### src/rtl/yrd_pkg.sv
// Shared types, widths and constants for the detection row decoder.
// No dependencies; every other file of the decoder imports this package.
package yrd_pkg;

  // Fixed point format of tensor elements and scores.
  localparam int FRAC_BITS   = 12;
  localparam int MAX_CLASSES = 128;

  localparam int ELEM_W  = 24;
  localparam int POS_W   = 11;
  localparam int CLASS_W = 10;
  localparam int SCORE_W = 23;
  localparam int EDGE_W  = 16;
  localparam int SIZE_W  = 17;
  localparam int PROD_W  = 2 * ELEM_W;

  localparam int CFG_IDX_W  = 3;
  localparam int CFG_DATA_W = 16;

  // Row layout: four box elements, then objectness in mode 1, then classes.
  localparam logic [POS_W-1:0] POS_CX    = 11'd0;
  localparam logic [POS_W-1:0] POS_CY    = 11'd1;
  localparam logic [POS_W-1:0] POS_W_RAW = 11'd2;
  localparam logic [POS_W-1:0] POS_H_RAW = 11'd3;
  localparam logic [POS_W-1:0] POS_OBJ   = 11'd4;
  localparam logic [POS_W-1:0] POS_LIMIT = 11'd2047;

  // Register indexes of the configuration port.
  localparam logic [CFG_IDX_W-1:0] REG_DECODE_MODE    = 3'd0;
  localparam logic [CFG_IDX_W-1:0] REG_CONF_THRESHOLD = 3'd1;
  localparam logic [CFG_IDX_W-1:0] REG_IMAGE_WIDTH    = 3'd2;
  localparam logic [CFG_IDX_W-1:0] REG_IMAGE_HEIGHT   = 3'd3;
  localparam logic [CFG_IDX_W-1:0] REG_SCALE_X        = 3'd4;
  localparam logic [CFG_IDX_W-1:0] REG_SCALE_Y        = 3'd5;

  typedef struct packed {
    logic        decode_mode;
    logic [12:0] conf_threshold;
    logic [13:0] image_width;
    logic [13:0] image_height;
    logic [15:0] scale_x;
    logic [15:0] scale_y;
  } yrd_cfg_t;

  // One kept row, handed from the front end to the box arithmetic.
  typedef struct packed {
    logic [CLASS_W-1:0]       class_index;
    logic [SCORE_W-1:0]       best_score;
    logic signed [ELEM_W-1:0] center_x;
    logic signed [ELEM_W-1:0] center_y;
    logic signed [ELEM_W-1:0] raw_width;
    logic signed [ELEM_W-1:0] raw_height;
  } yrd_row_t;

  // Threshold from unsigned Q1.12 to FRAC_BITS fraction bits, as a signed 25-bit value.
  function automatic logic signed [ELEM_W:0] thr_fixed(input logic [12:0] t);
    logic [ELEM_W:0] w;
    w = {12'd0, t};
    if (FRAC_BITS >= 12) begin
      return $signed(w << (FRAC_BITS - 12));
    end else begin
      return $signed(w >> (12 - FRAC_BITS));
    end
  endfunction

endpackage

### src/rtl/yrd_front.sv
// Front end: accepts tensor elements, places them in the row layout and keeps
// the running best class score. Depends on yrd_pkg.
module yrd_front (
  input  logic                             clk,
  input  logic                             rst,
  input  yrd_pkg::yrd_cfg_t                cfg,
  input  logic                             in_valid,
  output logic                             in_ready,
  input  logic signed [yrd_pkg::ELEM_W-1:0] element_value,
  input  logic                             row_last,
  input  logic                             q_full,
  output logic                             push,
  output yrd_pkg::yrd_row_t                push_row
);
  import yrd_pkg::*;

  localparam logic [PROD_W-1:0] SCORE_RND = (48'd1 << FRAC_BITS) - 48'd1;
  localparam logic signed [PROD_W-1:0] SCORE_MAX = 48'sd8388607;
  localparam logic signed [PROD_W-1:0] SCORE_MIN = -48'sd8388608;

  logic                     advance;
  logic [POS_W-1:0]         pos_cnt;
  logic [POS_W-1:0]         first_class;

  logic                     s1_valid;
  logic                     s1_last;
  logic [POS_W-1:0]         s1_pos;
  logic signed [ELEM_W-1:0] s1_value;

  logic                     s2_valid;
  logic                     s2_last;
  logic                     s2_is_class;
  logic                     s2_has_class;
  logic [CLASS_W-1:0]       s2_class;
  logic signed [ELEM_W-1:0] s2_value;
  logic signed [PROD_W-1:0] s2_prod;

  logic signed [ELEM_W-1:0] center_x;
  logic signed [ELEM_W-1:0] center_y;
  logic signed [ELEM_W-1:0] raw_width;
  logic signed [ELEM_W-1:0] raw_height;
  logic signed [ELEM_W-1:0] objectness;
  logic signed [ELEM_W-1:0] running_best;
  logic [CLASS_W-1:0]       running_class;

  logic                     s1_has_class;
  logic                     s1_is_class;
  logic [POS_W-1:0]         s1_rel;
  logic signed [PROD_W-1:0] prod_rnd;
  logic signed [PROD_W-1:0] prod_sh;
  logic signed [ELEM_W-1:0] score;
  logic                     better;
  logic signed [ELEM_W-1:0] cand_best;
  logic [CLASS_W-1:0]       cand_class;
  logic signed [ELEM_W:0]   thr;
  logic                     keep;

  // The whole front moves together; it holds only when a finished row meets a full queue.
  assign advance     = !(s2_valid && s2_last && q_full);
  assign in_ready    = advance;
  assign first_class = POS_OBJ + POS_W'(cfg.decode_mode);
  assign thr         = thr_fixed(cfg.conf_threshold);

  assign s1_rel       = s1_pos - first_class;
  assign s1_has_class = (s1_pos >= first_class);
  assign s1_is_class  = s1_has_class && (s1_rel < POS_W'(MAX_CLASSES));

  always_ff @(posedge clk) begin
    if (rst) begin
      pos_cnt  <= '0;
      s1_valid <= 1'b0;
      s2_valid <= 1'b0;
    end else if (advance) begin
      s1_valid <= in_valid;
      s2_valid <= s1_valid;
      if (in_valid) begin
        if (row_last) begin
          pos_cnt <= '0;
        end else if (pos_cnt != POS_LIMIT) begin
          pos_cnt <= pos_cnt + 11'd1;
        end
      end
    end
  end

  // Stage one: capture box elements and objectness, form the objectness product.
  always_ff @(posedge clk) begin
    if (rst) begin
      center_x   <= '0;
      center_y   <= '0;
      raw_width  <= '0;
      raw_height <= '0;
      objectness <= '0;
    end else if (advance && s1_valid) begin
      case (s1_pos)
        POS_CX:    center_x   <= s1_value;
        POS_CY:    center_y   <= s1_value;
        POS_W_RAW: raw_width  <= s1_value;
        POS_H_RAW: raw_height <= s1_value;
        POS_OBJ: begin
          if (cfg.decode_mode) begin
            objectness <= s1_value;
          end
        end
        default: ;
      endcase
    end
  end

  always_ff @(posedge clk) begin
    if (advance) begin
      s1_last      <= row_last;
      s1_pos       <= pos_cnt;
      s1_value     <= element_value;
      s2_last      <= s1_last;
      s2_is_class  <= s1_is_class;
      s2_has_class <= s1_has_class;
      s2_class     <= s1_rel[CLASS_W-1:0];
      s2_value     <= s1_value;
      s2_prod      <= PROD_W'(s1_value) * PROD_W'(objectness);
    end
  end

  // Stage two: scale the product back, compare against the running best.
  always_comb begin
    prod_rnd = s2_prod + (s2_prod[PROD_W-1] ? $signed(SCORE_RND) : '0);
    prod_sh  = prod_rnd >>> FRAC_BITS;
    if (!cfg.decode_mode) begin
      score = s2_value;
    end else if (prod_sh > SCORE_MAX) begin
      score = SCORE_MAX[ELEM_W-1:0];
    end else if (prod_sh < SCORE_MIN) begin
      score = SCORE_MIN[ELEM_W-1:0];
    end else begin
      score = prod_sh[ELEM_W-1:0];
    end
    better     = s2_is_class && (score > running_best);
    cand_best  = better ? score : running_best;
    cand_class = better ? s2_class : running_class;
    keep = s2_has_class
        && !(cfg.decode_mode && ($signed({objectness[ELEM_W-1], objectness}) < thr))
        && ($signed({cand_best[ELEM_W-1], cand_best}) >= thr);
  end

  always_ff @(posedge clk) begin
    if (rst) begin
      running_best  <= '0;
      running_class <= '0;
    end else if (advance && s2_valid) begin
      if (s2_last) begin
        running_best  <= '0;
        running_class <= '0;
      end else begin
        running_best  <= cand_best;
        running_class <= cand_class;
      end
    end
  end

  // Box registers are read here before a following row's first element overwrites them.
  assign push                 = advance && s2_valid && s2_last && keep;
  assign push_row.class_index = cand_class;
  assign push_row.best_score  = cand_best[SCORE_W-1:0];
  assign push_row.center_x    = center_x;
  assign push_row.center_y    = center_y;
  assign push_row.raw_width   = raw_width;
  assign push_row.raw_height  = raw_height;

endmodule

### config.mk
export PLATFORM = sky130hd
export DESIGN_NAME = yrd_front
export DESIGN_NICKNAME = d
export VERILOG_FILES = /design/src/rtl/yrd_pkg.sv /design/src/rtl/yrd_front.sv
export SDC_FILE = /design/constraint.sdc
export NUM_CORES = 2
export LEC_CHECK = 0
export BUFFER_PORTS_ARGS = -buffer_cell sky130_fd_sc_hd__buf_2
export CORE_MARGIN = 2
export CORE_UTILIZATION = 40
export CTS_CLUSTER_DIAMETER = 150
export DETAILED_ROUTE_END_ITERATION = 6
export GPL_TIMING_DRIVEN = 0
export PLACE_DENSITY = 0.68
export SLEW_MARGIN = 20
export SYNTH_ARGS = -nofsm -noshare
export SYNTH_HDL_FRONTEND = slang
export SYNTH_SLANG_ARGS = --single-unit
### constraint.sdc
create_clock -name clk -period 12.3 [get_ports clk]
set_clock_uncertainty 0.2 [all_clocks]
set_input_delay 1.23 -clock clk [delete_from_list [all_inputs] [get_ports clk]]
set_output_delay 1.23 -clock clk [all_outputs]
set_load 0.05 [all_outputs]
==> impl_metrics.json <==
{
  "outcome": "finished, final reports clean",
  "portBuffers": 173,
  "nNetsFinal": 4621,
  "drt-vias-per-instance": 5.34,
  "dr.first_iter.drc_count": 2228,
  "die_outline_area_mm2": 0.0857,
  "required_ps": 10870,
  "grt_first_pass_wirelength_um": 159000,
  "h-tree-depth": 1,
  "worst_r2r_path_depth": 27,
  "postSynth.topFlopCell": "sky130_fd_sc_hd__dfxtp_1",
  "finalCritPeriodShare_pct": 97.3,
  "syn-instance-count": 3505,
  "postRouteWirelength_um": 105000,
  "synthesis.yosys.warnings": 0,
  "fin_util_pct": 44.5,
  "setup-tns-final_ps": 0,
  "r2r-start": "s1_value[6]",
  "fp.dieW_um": 293,
  "die_y_um": 293,
  "crit_fanout": 14,
  "postSynthAreaPerCell_um2": 9.52,
  "wire_per_inst_um": 21.8,
  "vias_in_the_first_global_route": 25900,
  "insertion_delay_ps": 640,
  "critical-path-top-cell-by-count": "sky130_fd_sc_hd__a21o_1",
  "initial_utilization_pct": 40.5,
  "synthDistinctLibCells": 68,
  "drv_slew": 0,
  "post_synth_and_or_nand_nor_area_fraction_pct": 15.7,
  "endpoint_kind": "primary output",
  "grt_start_max_net_pins": 51,
  "tritoncts": "built",
  "worst_hold_startpoint": "s1_last",
  "worst_hold_path.endpoint": "s2_last",
  "fin_crit_ps": 11970,
  "worst_pin_slew_ps": 1170,
  "combinational_family_with_the_most_area_after_synthesis": "adder cells",
  "unrepaired_setup_endpoints_after_global_routing": "no",
  "complex_gate_fraction_of_the_synthesized_area_pct": 6.60,
  "grt_antenna_before_repair": 10,
  "timing.critical_path.from_type": "register",
  "route.detailed.drc": 0,
  "relSlewSlack_pct": 21.8,
  "area_growth_syn_to_layout_pct": 9.82,
  "postRouteAntennaNets": 0,
  "worst-endpoint-arrival_ps": 10540,
  "vdd_ir_drop_max_mv": 0.103,
  "globalRoute.totalOverflow": 0,
  "final.fill_count": 7955,
  "placementRows": 105,
  "synth_seq_cells": 288,
  "first_pass_iters": 5,
  "hold_path_depth": 0,
  "r2r_setup_slack_ps": 1580,
  "syn-num-nets": 4412,
  "seq_area_frac_synth_pct": 20.9,
  "synth_fa_ha_area_share_pct": 43.8,
  "cts_num_sinks": 288,
  "vias": 25700,
  "place.detailed.hpwl_um": 85900,
  "crit_slowest_cell": "sky130_fd_sc_hd__edfxtp_1",
  "max_freq_mhz": 83.6,
  "min_path_type": "reg2reg",
  "cts.root.buffer_cell": "sky130_fd_sc_hd__clkbuf_16",
  "coreArea_mm2": 0.0824,
  "layout_cell_share_with_drive_strength_beyond_1_pct": 7.06,
  "synth_edf_count": 121,
  "hold_fails_final_rpt": 0,
  "numCtsBuffers": 31,
  "synth.cell_area_mm2": 0.0334,
  "power.density_mw_per_mm2": 63.5,
  "setup-violations-final": 0,
  "top_level_ports": 234,
  "clk_pin_slew_worst_paths_ps": 60,
  "critical_path_class": "reg2out",
  "xor_and_xnor_area_share_after_synthesis_pct": 2.49,
  "finalWeightedCongestion": 0.993,
  "power.leakage_nw": 17.4,
  "rr_endpoint": "s2_prod[46]",
  "grtUsageTotal_pct": 24.8,
  "synthArstFlopShare_pct": 0,
  "cts.path.max_buffers": 3,
  "slowest_delay_ps": 760,
  "max_cap_violations": 0,
  "yosys-mux-area-fraction_pct": 1.59
}
==> metal layers <==
metal	GRT usage [%]	vias to the layer above	part of all wire (%)
met3	4.84	281	9.1
met4	13.1	2	6.5
met2	38.5	1179	45
li1	-	11300	-
met5	0	-	0.012
met1	33.0	13000	39
==> synthesized netlist by cell type, drive strengths merged, types with 3 or more instances <==
cell type	instances	area share [%]
a311oi	3	0.079
edfxtp	121	11
o2111ai	4	0.16
nor2b	14	0.26
or2	4	0.075
a21oi	158	2.4
nand4	15	0.33
ha	197	7.4
o22a	15	0.39
or4	3	0.067
a31oi	5	0.094
clkbuf	179	2.0
and3	10	0.19
nand2	600	6.7
and2	218	4.1
a21o	40	0.90
xor2	31	0.81
buf	6	0.12
fa	607	36
a22o	14	0.37
o31a	3	0.079
o21ai	35	0.52
a211oi	6	0.13
o211ai	8	0.18
nor2	140	1.6
nand3	34	0.51
o31ai	11	0.25
inv	598	6.7
a22oi	20	0.45
mux2	23	0.78
nor4	8	0.15
xnor2	64	1.7
nor3b	3	0.067
or3	6	0.13
nand2b	34	0.64
nor3	39	0.62
mux2i	27	0.81
and4	6	0.16
o21a	6	0.13
dfxtp	167	10
==> layout make-up <==
cell class                 instances  area, um2  share of cell area (%)
sequential                       288       6980                    19.0
tap                             1070       1340                    3.65
multi-input combinational       2434      23500                    64.0
buffer                           185        712                    1.94
clock buffer                      39        816                    2.23
inverter                         598       2240                    6.13
antenna                            3       7.51                  0.0205
clock inverter                    19        159                   0.434
timing repair buffer             176        926                    2.53
==> worst max-delay path by stage <==
stage,start,endpoint,cells past startpoint
3_5_place_dp,s2_prod[47],push,34
3_3_place_gp,s2_prod[47],push,34
4_1_cts,s2_prod[47],push,34
6_report,s2_prod[47],push,32
5_1_grt,s2_prod[47],push,34
2_1_floorplan,s2_prod[47],push,33
==> cells by family after synthesis <==
kind of cell               after synthesis
and+or+nand+nor                       1139
AOI/OAI and AO/OA                      346
buffers and inverters                  783
xor gates and xnor gates                95
DFF                                    288
muxes                                   50
adders and majority gates              804
==> worst max-delay path: cells and delay by family, from the launching register on <==
family | cells | cell delay (ps)
compound gates | 17 | 4300
simple gates | 8 | 2140
flops | 1 | 760
mux | 1 | 460
fa+ha+maj | 3 | 1140
buf+inv | 3 | 1040
==> metrics by stage <==
stage	worst slack, ps	hold WS [ps]	std cells	area, um2	power [mW]
after floorplan	2760	200	3505	33400	1.25
after global placement	650	203	4748	35600	1.40
after detailed placement	889	219	4750	35600	1.40
after CTS	175	233	4808	36600	2.33
after global routing	70.5	238	4812	36600	2.40
final	334	228	4812	36600	2.33
==> flip-flops by register name (all words and copies together), names as in the netlist, 10 cells and up <==
register,count
s2_prod,48
center_x,24
center_y,24
objectness,24
raw_height,24
raw_width,24
running_best,24
s1_value,24
s2_value,24
pos_cnt,11
s1_pos,11
running_class,10
s2_class,10
==> power breakdown <==
| part | switching (mW) | internal, mW | total, mW |
|---|---|---|---|
| clock network | 0.428 | 0.511 | 0.939 |
| registers | 0.0236 | 1.02 | 1.05 |
| logic | 0.251 | 0.0899 | 0.341 |
| total | 0.703 | 1.63 | 2.33 |
==> timing repair <==
item / 4_1_cts / 5_1_grt
endpoints found under the setup margin: 0 / 1
buffers inserted: 0 / 0
hold buffers: 0 / 0
gates resized for setup: 0 / 3
==> cells in the final DEF, fill, tap and decap left out, types with 23 or more instances in the layout <==
cell and instances:
sky130_fd_sc_hd__a21oi_1 158, sky130_fd_sc_hd__a21o_1 40, sky130_fd_sc_hd__clkbuf_16 31, sky130_fd_sc_hd__mux2_2 23
sky130_fd_sc_hd__buf_2 175, sky130_fd_sc_hd__inv_1 598, sky130_fd_sc_hd__and2_1 217, sky130_fd_sc_hd__dfxtp_1 167
sky130_fd_sc_hd__clkbuf_1 185, sky130_fd_sc_hd__fa_1 607, sky130_fd_sc_hd__mux2i_1 27, sky130_fd_sc_hd__edfxtp_1 121
sky130_fd_sc_hd__nand3_1 33, sky130_fd_sc_hd__nand2_1 600, sky130_fd_sc_hd__xor2_1 31, sky130_fd_sc_hd__ha_1 196
sky130_fd_sc_hd__xnor2_1 64, sky130_fd_sc_hd__nor3_1 38, sky130_fd_sc_hd__nand2b_1 34, sky130_fd_sc_hd__nor2_1 140
sky130_fd_sc_hd__o21ai_0 34
Power figures use the tool's default switching activity.
