$ cat config.mk
export PLATFORM = sky130hd
export DESIGN_NAME = yrd_queue
export DESIGN_NICKNAME = d
export VERILOG_FILES = /design/src/rtl/yrd_pkg.sv /design/src/rtl/yrd_queue.sv
export SDC_FILE = /design/constraint.sdc
export NUM_CORES = 1
export LEC_CHECK = 0
export ABC_CLOCK_PERIOD_IN_PS = 10850
export BUFFER_PORTS_ARGS = -buffer_cell sky130_fd_sc_hd__buf_4
export CORE_MARGIN = 2
export CORE_UTILIZATION = 60
export DETAILED_ROUTE_END_ITERATION = 10
export PLACE_DENSITY = 0.85
export REMOVE_ABC_BUFFERS = 1
export SYNTH_ARGS = -nofsm -noshare
export SYNTH_HDL_FRONTEND = slang
export SYNTH_SLANG_ARGS = --single-unit
$ cat constraint.sdc
create_clock -name clk -period 10.85 [get_ports clk]
set_input_delay 1.085 -clock clk [delete_from_list [all_inputs] [get_ports clk]]
set_output_delay 1.085 -clock clk [all_outputs]
set_load 0.03 [all_outputs]
$ cat src/rtl/yrd_pkg.sv
// Shared types, widths and constants for the detection row decoder.
// No dependencies; every other file of the decoder imports this package.
package yrd_pkg;

  // Fixed point format of tensor elements and scores.
  localparam int FRAC_BITS   = 12;
  localparam int MAX_CLASSES = 128;

  localparam int ELEM_W  = 24;
  localparam int POS_W   = 11;
  localparam int CLASS_W = 10;
  localparam int SCORE_W = 23;
  localparam int EDGE_W  = 16;
  localparam int SIZE_W  = 17;
  localparam int PROD_W  = 2 * ELEM_W;

  localparam int CFG_IDX_W  = 3;
  localparam int CFG_DATA_W = 16;

  // Row layout: four box elements, then objectness in mode 1, then classes.
  localparam logic [POS_W-1:0] POS_CX    = 11'd0;
  localparam logic [POS_W-1:0] POS_CY    = 11'd1;
  localparam logic [POS_W-1:0] POS_W_RAW = 11'd2;
  localparam logic [POS_W-1:0] POS_H_RAW = 11'd3;
  localparam logic [POS_W-1:0] POS_OBJ   = 11'd4;
  localparam logic [POS_W-1:0] POS_LIMIT = 11'd2047;

  // Register indexes of the configuration port.
  localparam logic [CFG_IDX_W-1:0] REG_DECODE_MODE    = 3'd0;
  localparam logic [CFG_IDX_W-1:0] REG_CONF_THRESHOLD = 3'd1;
  localparam logic [CFG_IDX_W-1:0] REG_IMAGE_WIDTH    = 3'd2;
  localparam logic [CFG_IDX_W-1:0] REG_IMAGE_HEIGHT   = 3'd3;
  localparam logic [CFG_IDX_W-1:0] REG_SCALE_X        = 3'd4;
  localparam logic [CFG_IDX_W-1:0] REG_SCALE_Y        = 3'd5;

  typedef struct packed {
    logic        decode_mode;
    logic [12:0] conf_threshold;
    logic [13:0] image_width;
    logic [13:0] image_height;
    logic [15:0] scale_x;
    logic [15:0] scale_y;
  } yrd_cfg_t;

  // One kept row, handed from the front end to the box arithmetic.
  typedef struct packed {
    logic [CLASS_W-1:0]       class_index;
    logic [SCORE_W-1:0]       best_score;
    logic signed [ELEM_W-1:0] center_x;
    logic signed [ELEM_W-1:0] center_y;
    logic signed [ELEM_W-1:0] raw_width;
    logic signed [ELEM_W-1:0] raw_height;
  } yrd_row_t;

  // Threshold from unsigned Q1.12 to FRAC_BITS fraction bits, as a signed 25-bit value.
  function automatic logic signed [ELEM_W:0] thr_fixed(input logic [12:0] t);
    logic [ELEM_W:0] w;
    w = {12'd0, t};
    if (FRAC_BITS >= 12) begin
      return $signed(w << (FRAC_BITS - 12));
    end else begin
      return $signed(w >> (12 - FRAC_BITS));
    end
  endfunction

endpackage

$ cat src/rtl/yrd_queue.sv
// Four-entry queue of kept rows between the front end and the box arithmetic.
// Depends on yrd_pkg for the row record type.
module yrd_queue (
  input  logic              clk,
  input  logic              rst,
  input  logic              push,
  input  yrd_pkg::yrd_row_t push_row,
  output logic              full,
  output logic              head_valid,
  input  logic              pop,
  output yrd_pkg::yrd_row_t head_row
);
  import yrd_pkg::*;

  localparam int DEPTH = 4;
  localparam int PTR_W = $clog2(DEPTH);

  yrd_row_t         entries [DEPTH];
  logic [PTR_W-1:0] wr_ptr;
  logic [PTR_W-1:0] rd_ptr;
  logic [PTR_W:0]   count;
  logic             do_pop;

  assign full       = (count == (PTR_W + 1)'(DEPTH));
  assign head_valid = (count != '0);
  assign head_row   = entries[rd_ptr];
  assign do_pop     = pop && head_valid;

  always_ff @(posedge clk) begin
    if (push) begin
      entries[wr_ptr] <= push_row;
    end
  end

  always_ff @(posedge clk) begin
    if (rst) begin
      wr_ptr <= '0;
      rd_ptr <= '0;
      count  <= '0;
    end else begin
      if (push) begin
        wr_ptr <= wr_ptr + 1'b1;
      end
      if (do_pop) begin
        rd_ptr <= rd_ptr + 1'b1;
      end
      if (push && !do_pop) begin
        count <= count + 1'b1;
      end else if (!push && do_pop) begin
        count <= count - 1'b1;
      end
    end
  end

endmodule

==> flow_summary.yaml, run 1 <==
die:
  dieArea_mm2: 0.03321
  ios: 264
  rows: 65
  die-width_um: 182.2
  initial_core_util_pct: 60.72
  core-area_mm2: 0.03139
  fp.dieH_um: 182.2
power_and_ir_drop:
  switching_share_pct: 28.48
  intPower_mw: 3.894
  combPwrFrac_pct: 26.2
  switchingPower_mw: 1.550
  ir_drop_mv: 0.1869
  clockPowerShare_pct: 29.3
  seqPwrFrac_pct: 44.5
  p_leak_nw: 7.675
  power_density_mw_per_mm2: 237.7
final_layout:
  nNetsFinal: 1151
  seq_area_mm2: 0.01568
  drive_gt1_share_pct: 45.16
  multi_input_area_mm2: 0.003159
  fillerInstances: 1712
  area_growth_pct: 20.17
  final_cells: 1447
global_routing:
  gr-usage-met2_pct: 35.05
  grt_usage_pct: 21.40
  grt_first_pass_wirelength_um: 53140
  antenna_found_initial: 2
  gr-total-overflow: 0
  grt_max_degree: 75
  busiest_layer: "met2"
  use_met3_pct: 5.568
  first_global_vias: 8990
  use_met1_pct: 29.07
sta:
  worst_slew_pin_slew_ns: 1.124
  fmax_ghz: 0.2366
  relSlewSlack_pct: 25.09
  post-route-min-period_ns: 4.226
  setup_violations: 0
  skew_ns: 0.008987
  tns_ns: 0
  period_share_pct: 38.95
  drv_slew: 0
  finalHoldViolCount: 0
  rsz0062_at_grt: "no"
yosys:
  synth-edff-count: 516
  synth_common_cells: "edfxtp_1 (516), mux4_2 (129), buf_6 (13)"
  synth_area_leaders: "edfxtp_1 (81%), mux4_2 (15%), dfxtp_1 (0.95%)"
  ys_async_sr_fraction_pct: 0
  synthDistinctLibCells: 21
  synthFlopType: "edfxtp_1"
  netlist_area_mm2: 0.01906
  synth_seq_cells: 525
  netlist_instances: 717
  yosysTopAreaCell: "edfxtp_1"
  synth_top_area_share_pct: 81.29
  yosysMostFrequentCell: "edfxtp_1"
  yosysWarnings: 0
  syn_area_per_cell_um2: 26.58
  yosysSeqAreaShare_pct: 82.24
clocking:
  clk_pin_slew_ns: 0.06
  clk_latency_ns: 0.54
  clock_sinks: 525
  cts_buffers: 50
  cts_tree: "built"
  htreeDepth: 2
  cts-root-buf: "clkbuf_16"
  cts_resized: 0
  clock_path_buffers: 3
  postCtsHoldBufs: 0
  cts_setup_buffers: 0
route:
  num_vias: 8584
  antenna_left: 0
  drt-total-wl_um: 35340
  drc: 0
  first_pass_iters: 5
  viasPerCell: 5.932
  drtIter0Drc: 772
  wire_per_inst_um: 24.43
critical_path:
  r2r-start: "wr_ptr[0]$_SDFFE_PP0P_"
  path_buf_inv: 2
  cpMaxStageDelayCell: "buf_4"
  crit_path_frequent_cell: "buf_4"
  worst_setup_path_start_kind: "flop"
  crit_cells: 3
  reg2regPathDepth: 3
  path_delay_family: "buffers and inverters"
  arrival_ns: 3.14
  critical_path_required_ns: 9.77
  rrSetupSlack_ns: 8.07
  crit_chain: "buf_4 -> mux4_2 -> buf_4"
  crit_path_end: "head_row[64]"
  endpoint_kind: "output port"
  path_class: "reg2out"
  path_max_fanout: 74
  cpPeakStageDelay_ns: 0.89
  r2r-end: "entries[1][128]$_DFFE_PP_"
min_path:
  holdPathStages: 2
  hp-class: "reg2reg"
outcome:
  status: "finished clean"
place:
  hpwl_um: 20410
  gp_congestion: 0.7215
  port-buffer-count: 263
  placed_cells: 1362
flow_run:
  cap_viol_max_count: 0
[sequential cells by signal, summed over array words and instances, names as in the netlist, named ones only]
name / flops
entries: 516
rd_ptr: 2
wr_ptr: 2
count: 3
[worst min-delay path: stages (launching register included)]
cell and delay [ns]:
dfxtp_1 0.33, xor2_1 0.07, nor2_1 0.11
[metrics by stage]
| step | power, mW | cell area [um^2] | utilization, % | hold WS (ns) | worst slack [ns] |
|---|---|---|---|---|---|
| 2_1_floorplan | 3.465 | 18840 | - | 0.4776 | 3.608 |
| 3_3_place_gp | 3.893 | 21400 | 68.16 | 0.5112 | 7.063 |
| 3_5_place_dp | 3.909 | 21400 | 68.16 | 0.5382 | 7.049 |
| 4_1_cts | 5.505 | 22900 | 72.95 | 0.5466 | 6.495 |
| 5_1_grt | 5.641 | 22900 | 72.95 | 0.5813 | 6.344 |
| 6_report | 5.444 | 22900 | 72.96 | 0.5543 | 6.624 |
[worst min path at each step]
| stage | from | to | slack [ns] |
|---|---|---|---|
| global placement | count[2]$_SDFFE_PP0P_ | count[2]$_SDFFE_PP0P_ | 0.51 |
| floorplan | count[2]$_SDFFE_PP0P_ | count[2]$_SDFFE_PP0P_ | 0.48 |
| detailed placement | rd_ptr[1]$_SDFFE_PP0P_ | flop | 0.54 |
| CTS | rd_ptr[1]$_SDFFE_PP0P_ | rd_ptr[1]$_SDFFE_PP0P_ | 0.55 |
| global route | rd_ptr[1]$_SDFFE_PP0P_ | rd_ptr[1]$_SDFFE_PP0P_ | 0.58 |
| finish | rd_ptr[1]$_SDFFE_PP0P_ | flop | 0.55 |
[layout by cell type (no fill, tap or decap), types with 2 or more instances in the layout]
| cell | Yosys | final |
|---|---|---|
| edfxtp_1 | 516 | 516 |
| buf_4 | 2 | 272 |
| mux4_2 | 129 | 129 |
| clkbuf_16 | 0 | 51 |
| clkbuf_1 | 5 | 11 |
| clkinv_1 | 0 | 8 |
| nor2_1 | 7 | 7 |
| dfxtp_1 | 9 | 7 |
| clkinv_2 | 0 | 6 |
| ha_1 | 5 | 5 |
| and2_4 | 0 | 4 |
| xor2_1 | 4 | 4 |
| clkbuf_8 | 0 | 4 |
| inv_1 | 3 | 3 |
| diode_2 | 0 | 2 |
| or3_1 | 2 | 2 |
| mux2i_1 | 2 | 2 |
| dfxtp_4 | 0 | 2 |
| bufinv_16 | 0 | 2 |
[metal layers]
metal | wire length (um) | vias up
met5 | 0 | -
met4 | 885 | 0
met3 | 2806 | 67
met2 | 17960 | 341
met1 | 13690 | 4494
li1 | - | 3682
[power groups by stage]
stage / Combinational, mW / Sequential, mW / Clock [mW]
after detailed placement: 1.44 / 2.47 / 0
after CTS: 1.45 / 2.43 / 1.63
final: 1.43 / 2.42 / 1.60
after floorplan: 0.931 / 2.53 / 0
after global placement: 1.43 / 2.46 / 0
after global routing: 1.50 / 2.44 / 1.71
[cell families after synthesis]
| family | count (synthesis) | synth area share (%) |
|---|---|---|
| flip-flops | 525 | 82.24 |
| multiplexers | 131 | 15.35 |
| buffers and inverters | 32 | 1.241 |
| AND/OR/NAND/NOR | 14 | 0.3742 |
| adder cells (fa/ha/maj) | 6 | 0.4332 |
| XOR/XNOR | 5 | 0.2297 |
| AO/OA/AOI/OAI | 4 | 0.1378 |
[cell type report]
| cell class | instances | share of cell area (%) |
|---|---|---|
| clock buffer | 66 | 5.993 |
| clock inverter | 17 | 0.5627 |
| antenna | 2 | 0.02185 |
| multi-input combinational | 160 | 13.79 |
| sequential | 525 | 68.47 |
| timing repair buffer | 272 | 8.915 |
| tap | 402 | 2.196 |
| inverter | 3 | 0.04916 |
Note: power is estimated with default switching activity, not from simulation.
==> run 2: changes to the inputs <==
--- a/config.mk
+++ b/config.mk
@@ -5,12 +5,12 @@
 export SDC_FILE = /design/constraint.sdc
 export NUM_CORES = 1
 export LEC_CHECK = 0
-export ABC_CLOCK_PERIOD_IN_PS = 10850
+export ABC_CLOCK_PERIOD_IN_PS = 3600
 export BUFFER_PORTS_ARGS = -buffer_cell sky130_fd_sc_hd__buf_4
 export CORE_MARGIN = 2
-export CORE_UTILIZATION = 60
+export CORE_UTILIZATION = 51
 export DETAILED_ROUTE_END_ITERATION = 10
-export PLACE_DENSITY = 0.85
+export PLACE_DENSITY = 0.77
 export REMOVE_ABC_BUFFERS = 1
 export SYNTH_ARGS = -nofsm -noshare
 export SYNTH_HDL_FRONTEND = slang
==> constraint.sdc (replaced) <==
create_clock -name clk -period 3.6 [get_ports clk]
set_input_delay 0.36 -clock clk [delete_from_list [all_inputs] [get_ports clk]]
set_output_delay 0.36 -clock clk [all_outputs]
set_load 0.03 [all_outputs]
==> run 2 against run 1 <==
Against the previous run:
- setup slack got worse by 5.9 ns
- first-iteration DRC count decreased by 31%
- sequential share of layout area shrank 4.5 points
- combinational power increased to 3.2 times the previous value
- hold slack got worse by 0.45 ns
- die area is 17% higher
- sequential power rose to 3.0 times the previous value
==> flow_summary.yaml, run 2 (synthesis results as in run 1) <==
sta:
  finalHoldViolCount: 0
  setup_violations: 0
  post-route-min-period_ns: 2.840
  relSlewSlack_pct: 45.05
  worst_slew_pin_slew_ns: 0.8242
  rsz0062_at_grt: "no"
  hold_ws_ns: 0.1026
  layout_setup_ws_ns: 0.7603
  period_share_pct: 78.88
  drv_slew: 0
  fmax_ghz: 0.3522
  skew_ns: 0.01371
final_layout:
  top_register: "entries"
  final_cell_mix: "edfxtp_1 (516), buf_4 (271), dlygate4sd3_1 (130), mux4_2 (129), clkbuf_16 (51)"
  fin_area_mm2: 0.02450
  area_growth_pct: 28.52
  reg_top3: "entries x516, count x3"
  drive_gt1_share_pct: 40.72
  final_core_util_pct: 66.75
  nNetsFinal: 1291
  final_common_cell: "edfxtp_1"
  largest_register_ff_count: 516
global_routing:
  gr-total-overflow: 0
  grt_max_degree: 130
  grt_usage_pct: 19.35
  antenna_found_initial: 4
  first_global_vias: 9802
  grt_first_pass_wirelength_um: 55990
critical_path:
  path_max_fanout: 32
  worst_setup_path_start_kind: "flop"
  critical_path_required_ns: 3.24
  path_class: "reg2out"
  arrival_ns: 2.48
  endpoint_kind: "output port"
place:
  placed_cell_area_mm2: 0.02167
  place_ws_ns: 1.258
  port-buffer-count: 263
  hpwl_um: 20560
  gp_congestion: 0.7289
die:
  ios: 264
  die-width_um: 197.3
  core-area_mm2: 0.03670
  initial_core_util_pct: 51.94
  rows: 70
  fp.dieH_um: 197.3
  dieArea_mm2: 0.03894
clocking:
  htreeDepth: 2
  clk_latency_ns: 0.59
  clock_sinks: 525
  cts-root-buf: "clkbuf_16"
  clock_path_buffers: 3
  cts_buffers: 51
  clk_pin_slew_ns: 0.06
  cts_tree: "built"
  cts_setup_buffers: 0
outcome:
  status: "finished clean"
route:
  first_pass_iters: 5
  drt-total-wl_um: 37110
  antenna_left: 0
  drtIter0Drc: 533
  wire_per_inst_um: 22.34
  viasPerCell: 5.424
  drc: 0
  num_vias: 9009
power_and_ir_drop:
  ir_drop_mv: 0.5811
  p_leak_nw: 8.311
  power_density_mw_per_mm2: 683.7
flow_run:
  cap_viol_max_count: 0
min_path:
  hp-class: "in2reg"
==> run 2: timing repair <==
| item | 4_1_cts | 5_1_grt |
|---|---|---|
| endpoints found under the hold margin | 524 | 0 |
| hold buffers | 130 | 0 |
| resized for setup | 0 | 0 |
==> run 2: worst max-delay path: stages, from the launching register on <==
cell     delay, ns
dfxtp_4       0.81
buf_4         0.36
mux4_2        0.54
buf_4         0.19
==> run 2: cell type report <==
cell class | count | area, um^2
flip-flops and latches | 525 | 15680
fillers | 2293 | 12200
repair buffers | 411 | 3536
multi-input cells | 160 | 3159
clock buffers | 63 | 1321
well taps | 468 | 585.6
clock inverters | 29 | 196.4
inverters | 3 | 11.26
diodes | 2 | 5.005
==> run 2: final timing paths <==
kind                               from                     end  slack [ns]  cells past startpoint
setup reg to reg  count[0]$_SDFFE_PP0P_   count[2]$_SDFFE_PP0P_        1.47                      7
setup / recovery                   flop            head_row[88]        0.76                      3
hold reg to reg   count[2]$_SDFFE_PP0P_   count[2]$_SDFFE_PP0P_        0.54                      2
hold / removal                     push  wr_ptr[1]$_SDFFE_PP0P_        0.10                      3
==> run 2: per-stage QoR <==
stage               cells  power, mW  setup TNS, ns
CTS                  1659      16.93              0
floorplan             688      9.995        -580.64
detailed placement   1437      11.94              0
finish               1661      16.75              0
global placement     1437      11.88              0
global route         1661      17.40              0
==> run 2: power breakdown <==
| group | internal [mW] | total, mW | switching, mW |
|---|---|---|---|
| Sequential | 7.05 | 7.27 | 0.220 |
| Combinational | 2.09 | 4.59 | 2.50 |
| Clock | 2.75 | 4.89 | 2.14 |
==> run 2: layer usage <==
metal / part of all wire (%) / GRT usage [%] / vias to the layer above
met5: 0.070 / 0 / -
met4: 2.3 / 5.848 / 4
met3: 7.9 / 6.249 / 59
met2: 51 / 32.24 / 290
met1: 39 / 24.50 / 4681
li1: - / - / 3975
==> run 3: changes to the inputs <==
--- a/config.mk
+++ b/config.mk
@@ -5,12 +5,13 @@
 export SDC_FILE = /design/constraint.sdc
 export NUM_CORES = 1
 export LEC_CHECK = 0
-export ABC_CLOCK_PERIOD_IN_PS = 3600
+export ABC_AREA = 1
+export ABC_CLOCK_PERIOD_IN_PS = 2700
 export BUFFER_PORTS_ARGS = -buffer_cell sky130_fd_sc_hd__buf_4
 export CORE_MARGIN = 2
-export CORE_UTILIZATION = 51
+export CORE_UTILIZATION = 57
 export DETAILED_ROUTE_END_ITERATION = 10
-export PLACE_DENSITY = 0.77
+export PLACE_DENSITY = 0.81
 export REMOVE_ABC_BUFFERS = 1
 export SYNTH_ARGS = -nofsm -noshare
 export SYNTH_HDL_FRONTEND = slang
==> constraint.sdc (replaced) <==
create_clock -name clk -period 2.7 [get_ports clk]
set_input_delay 0.27 -clock clk [delete_from_list [all_inputs] [get_ports clk]]
set_output_delay 0.27 -clock clk [all_outputs]
set_load 0.03 [all_outputs]
==> run 3 against run 2 <==
Against the previous run:
- non-clock buffer count increased by 15
- critical path depth rose by 2
- global-route usage up 6.3 points
- flip-flop and latch count unchanged
- wire length grew 24%
- first-iteration DRC count grew 91%
- synthesized cell count is 83% higher
- final cell count increased by 32%
- setup slack got worse by 0.66 ns
- combinational power increased by 41%
- sequential share of layout area fell by 1.1 points
- register-to-register slack got worse by 0.59 ns
- highest routed layer unchanged
==> flow_summary.yaml, run 3 <==
outcome:
  status: "finished clean"
yosys:
  netlist_area_mm2: 0.01958
  synthDistinctLibCells: 20
  yosys.area_share.simple_pct: 5.452
  syn_area_per_cell_um2: 14.94
  yosysSeqAreaShare_pct: 80.08
  yosysWarnings: 0
  netlist_instances: 1310
  ys_async_sr_fraction_pct: 0
  synth_common_cells: "edfxtp_1 (516), nor2_1 (264), o21ai_0 (167)"
  synth_top_family_by_area: "compound AO/OA/AOI/OAI gates"
  yosysTopAreaCell: "edfxtp_1"
  synth_fa_ha_area_share_pct: 0.4219
  synthFlopType: "edfxtp_1"
  synth_compound_area_share_pct: 10.92
  synth_mux_area_share_pct: 0
  synth_top_area_share_pct: 79.16
  yosysMostFrequentCell: "edfxtp_1"
  synth_seq_cells: 525
  synth_area_leaders: "edfxtp_1 (79%), nor2_1 (5.1%), o21ai_0 (4.3%)"
  synth-edff-count: 516
  synthXorXnorAreaFrac_pct: 0.04474
critical_path:
  crit_chain: "inv_4 -> buf_4 -> o21ai_1 -> o22ai_1 -> buf_4"
  crit_path_frequent_cell: "buf_4"
  cpPeakStageDelay_ns: 0.45
  endpoint_kind: "output port"
  arrival_ns: 2.33
  r2r-start: "wr_ptr[0]$_SDFFE_PP0P_"
  path_class: "reg2out"
  rrSetupSlack_ns: 0.88
  critical_path_required_ns: 2.43
  path_max_fanout: 32
  r2r-end: "entries[2][40]$_DFFE_PP_"
  cpMaxStageDelayCell: "dfxtp_4"
  worst_setup_path_start_kind: "flop"
  crit_path_end: "head_row[35]"
  reg2regPathDepth: 5
route:
  first_pass_iters: 5
  wire_per_inst_um: 20.97
  drt-met1-wl_um: 17640
  drt-total-wl_um: 46130
  num_vias: 12670
  drc: 0
  dr_wl_met3_um: 3691
  highest_layer: "met5"
  viasPerCell: 5.759
  drtIter0Drc: 1019
  met2_length_um: 23250
  antenna_left: 0
sta:
  hold_ws_ns: 0.06320
  period_share_pct: 96.17
  drv_slew: 0
  rsz0062_at_grt: "no"
  tns_ns: 0
  layout_setup_ws_ns: 0.1034
  finalHoldViolCount: 0
  fmax_ghz: 0.3851
  post-route-min-period_ns: 2.597
  relSlewSlack_pct: 60.84
  worst_slew_pin_slew_ns: 0.5875
  skew_ns: 0.01692
  setup_violations: 0
global_routing:
  first_global_vias: 12963
  antenna_found_initial: 3
  gr-total-overflow: 0
  grt_max_degree: 133
  grt_usage_pct: 25.65
  grt_first_pass_wirelength_um: 70630
power_and_ir_drop:
  switching_share_pct: 32.60
  combPwrFrac_pct: 28.6
  power_density_mw_per_mm2: 909.6
  switchingPower_mw: 7.386
  clockPowerShare_pct: 29.6
  ir_drop_mv: 0.7429
  p_leak_nw: 8.817
  intPower_mw: 15.27
  seqPwrFrac_pct: 41.9
final_layout:
  multi_input_area_mm2: 0.003297
  final_cell_mix: "edfxtp_1 (516), buf_4 (281), nor2_1 (264), o21ai_0 (167), dlygate4sd3_1 (132)"
  largest_register_ff_count: 516
  top_register: "entries"
  final_common_cell: "edfxtp_1"
  area_growth_pct: 27.26
  fillerInstances: 1985
  seq_area_mm2: 0.01568
  drive_gt1_share_pct: 21.13
  nNetsFinal: 1844
  final_cells: 2200
  reg_top3: "entries x516, count x3"
place:
  gp_congestion: 0.7558
  hpwl_um: 24670
  placed_cells: 1968
  port-buffer-count: 263
  place_ws_ns: 0.7544
die:
  ios: 264
  fp.dieH_um: 189.3
  rows: 67
  core-area_mm2: 0.03370
  die-width_um: 189.3
  initial_core_util_pct: 58.09
  dieArea_mm2: 0.03584
clocking:
  htreeDepth: 2
  clk_pin_slew_ns: 0.06
  clk_latency_ns: 0.56
  cts_buffers: 51
  cts_resized: 0
  postCtsHoldBufs: 132
  cts_tree: "built"
  clock_path_buffers: 3
  cts-root-buf: "clkbuf_16"
  cts_setup_buffers: 0
  clock_sinks: 525
min_path:
  hp-class: "in2reg"
flow_run:
  cap_viol_max_count: 0
## run 3: logic make-up (layout without fill, tap and decap cells)
group	Yosys count	in the layout
XOR/XNOR	1	1
buffers and inverters	100	536
AO/OA/AOI/OAI	395	395
AND/OR/NAND/NOR	283	283
flip-flops	525	525
adder cells (fa/ha/maj)	6	6
other	0	6
## run 3: worst min path at each step
stage               start                      to  depth (start not counted)
finish               push  wr_ptr[0]$_SDFFE_PP0P_                          3
global route         push  wr_ptr[0]$_SDFFE_PP0P_                          3
CTS                  push  wr_ptr[0]$_SDFFE_PP0P_                          3
detailed placement    rst                    flop                          2
global placement      rst                    flop                          2
floorplan             rst                    flop                          1
## run 3: cell type report
class	count	share of cell area, %
Inverter	16	0.3616
Clock inverter	27	0.7534
Clock buffer	67	5.570
Tap cell	448	2.250
Sequential cell	525	62.95
Timing Repair Buffer	426	14.82
Antenna cell	6	0.06027
Multi-Input combinational cell	685	13.23
## run 3: through the flow
| step | power (mW) | utilization, % | area (um^2) |
|---|---|---|---|
| 3_5_place_dp | 15.89 | 65.28 | 22000 |
| 3_3_place_gp | 15.74 | 65.28 | 22000 |
| 5_1_grt | 23.52 | 73.89 | 24900 |
| 2_1_floorplan | 13.43 | - | 19030 |
| 6_report | 22.66 | 73.92 | 24910 |
| 4_1_cts | 22.68 | 73.88 | 24900 |
## run 3: power by group through the flow
stage	registers, mW	clock network [mW]	logic, mW
after floorplan	9.88	0	3.54
after global placement	9.64	0	6.11
after detailed placement	9.65	0	6.24
after CTS	9.48	6.75	6.44
after global routing	9.51	7.11	6.90
final	9.49	6.70	6.47
## run 3: worst max-delay path, delay by kind of cell (launching register included)
family | cells | cell delay [ns]
buffers and inverters | 3 | 0.93
DFF | 1 | 0.45
AOI/OAI and AO/OA | 2 | 0.37
## run 3: layer usage
metal / GRT usage (%) / up-vias
li1: - / 5766
met1: 32.43 / 6195
met2: 43.79 / 594
met3: 5.487 / 113
met4: 9.928 / 2
met5: 0 / -
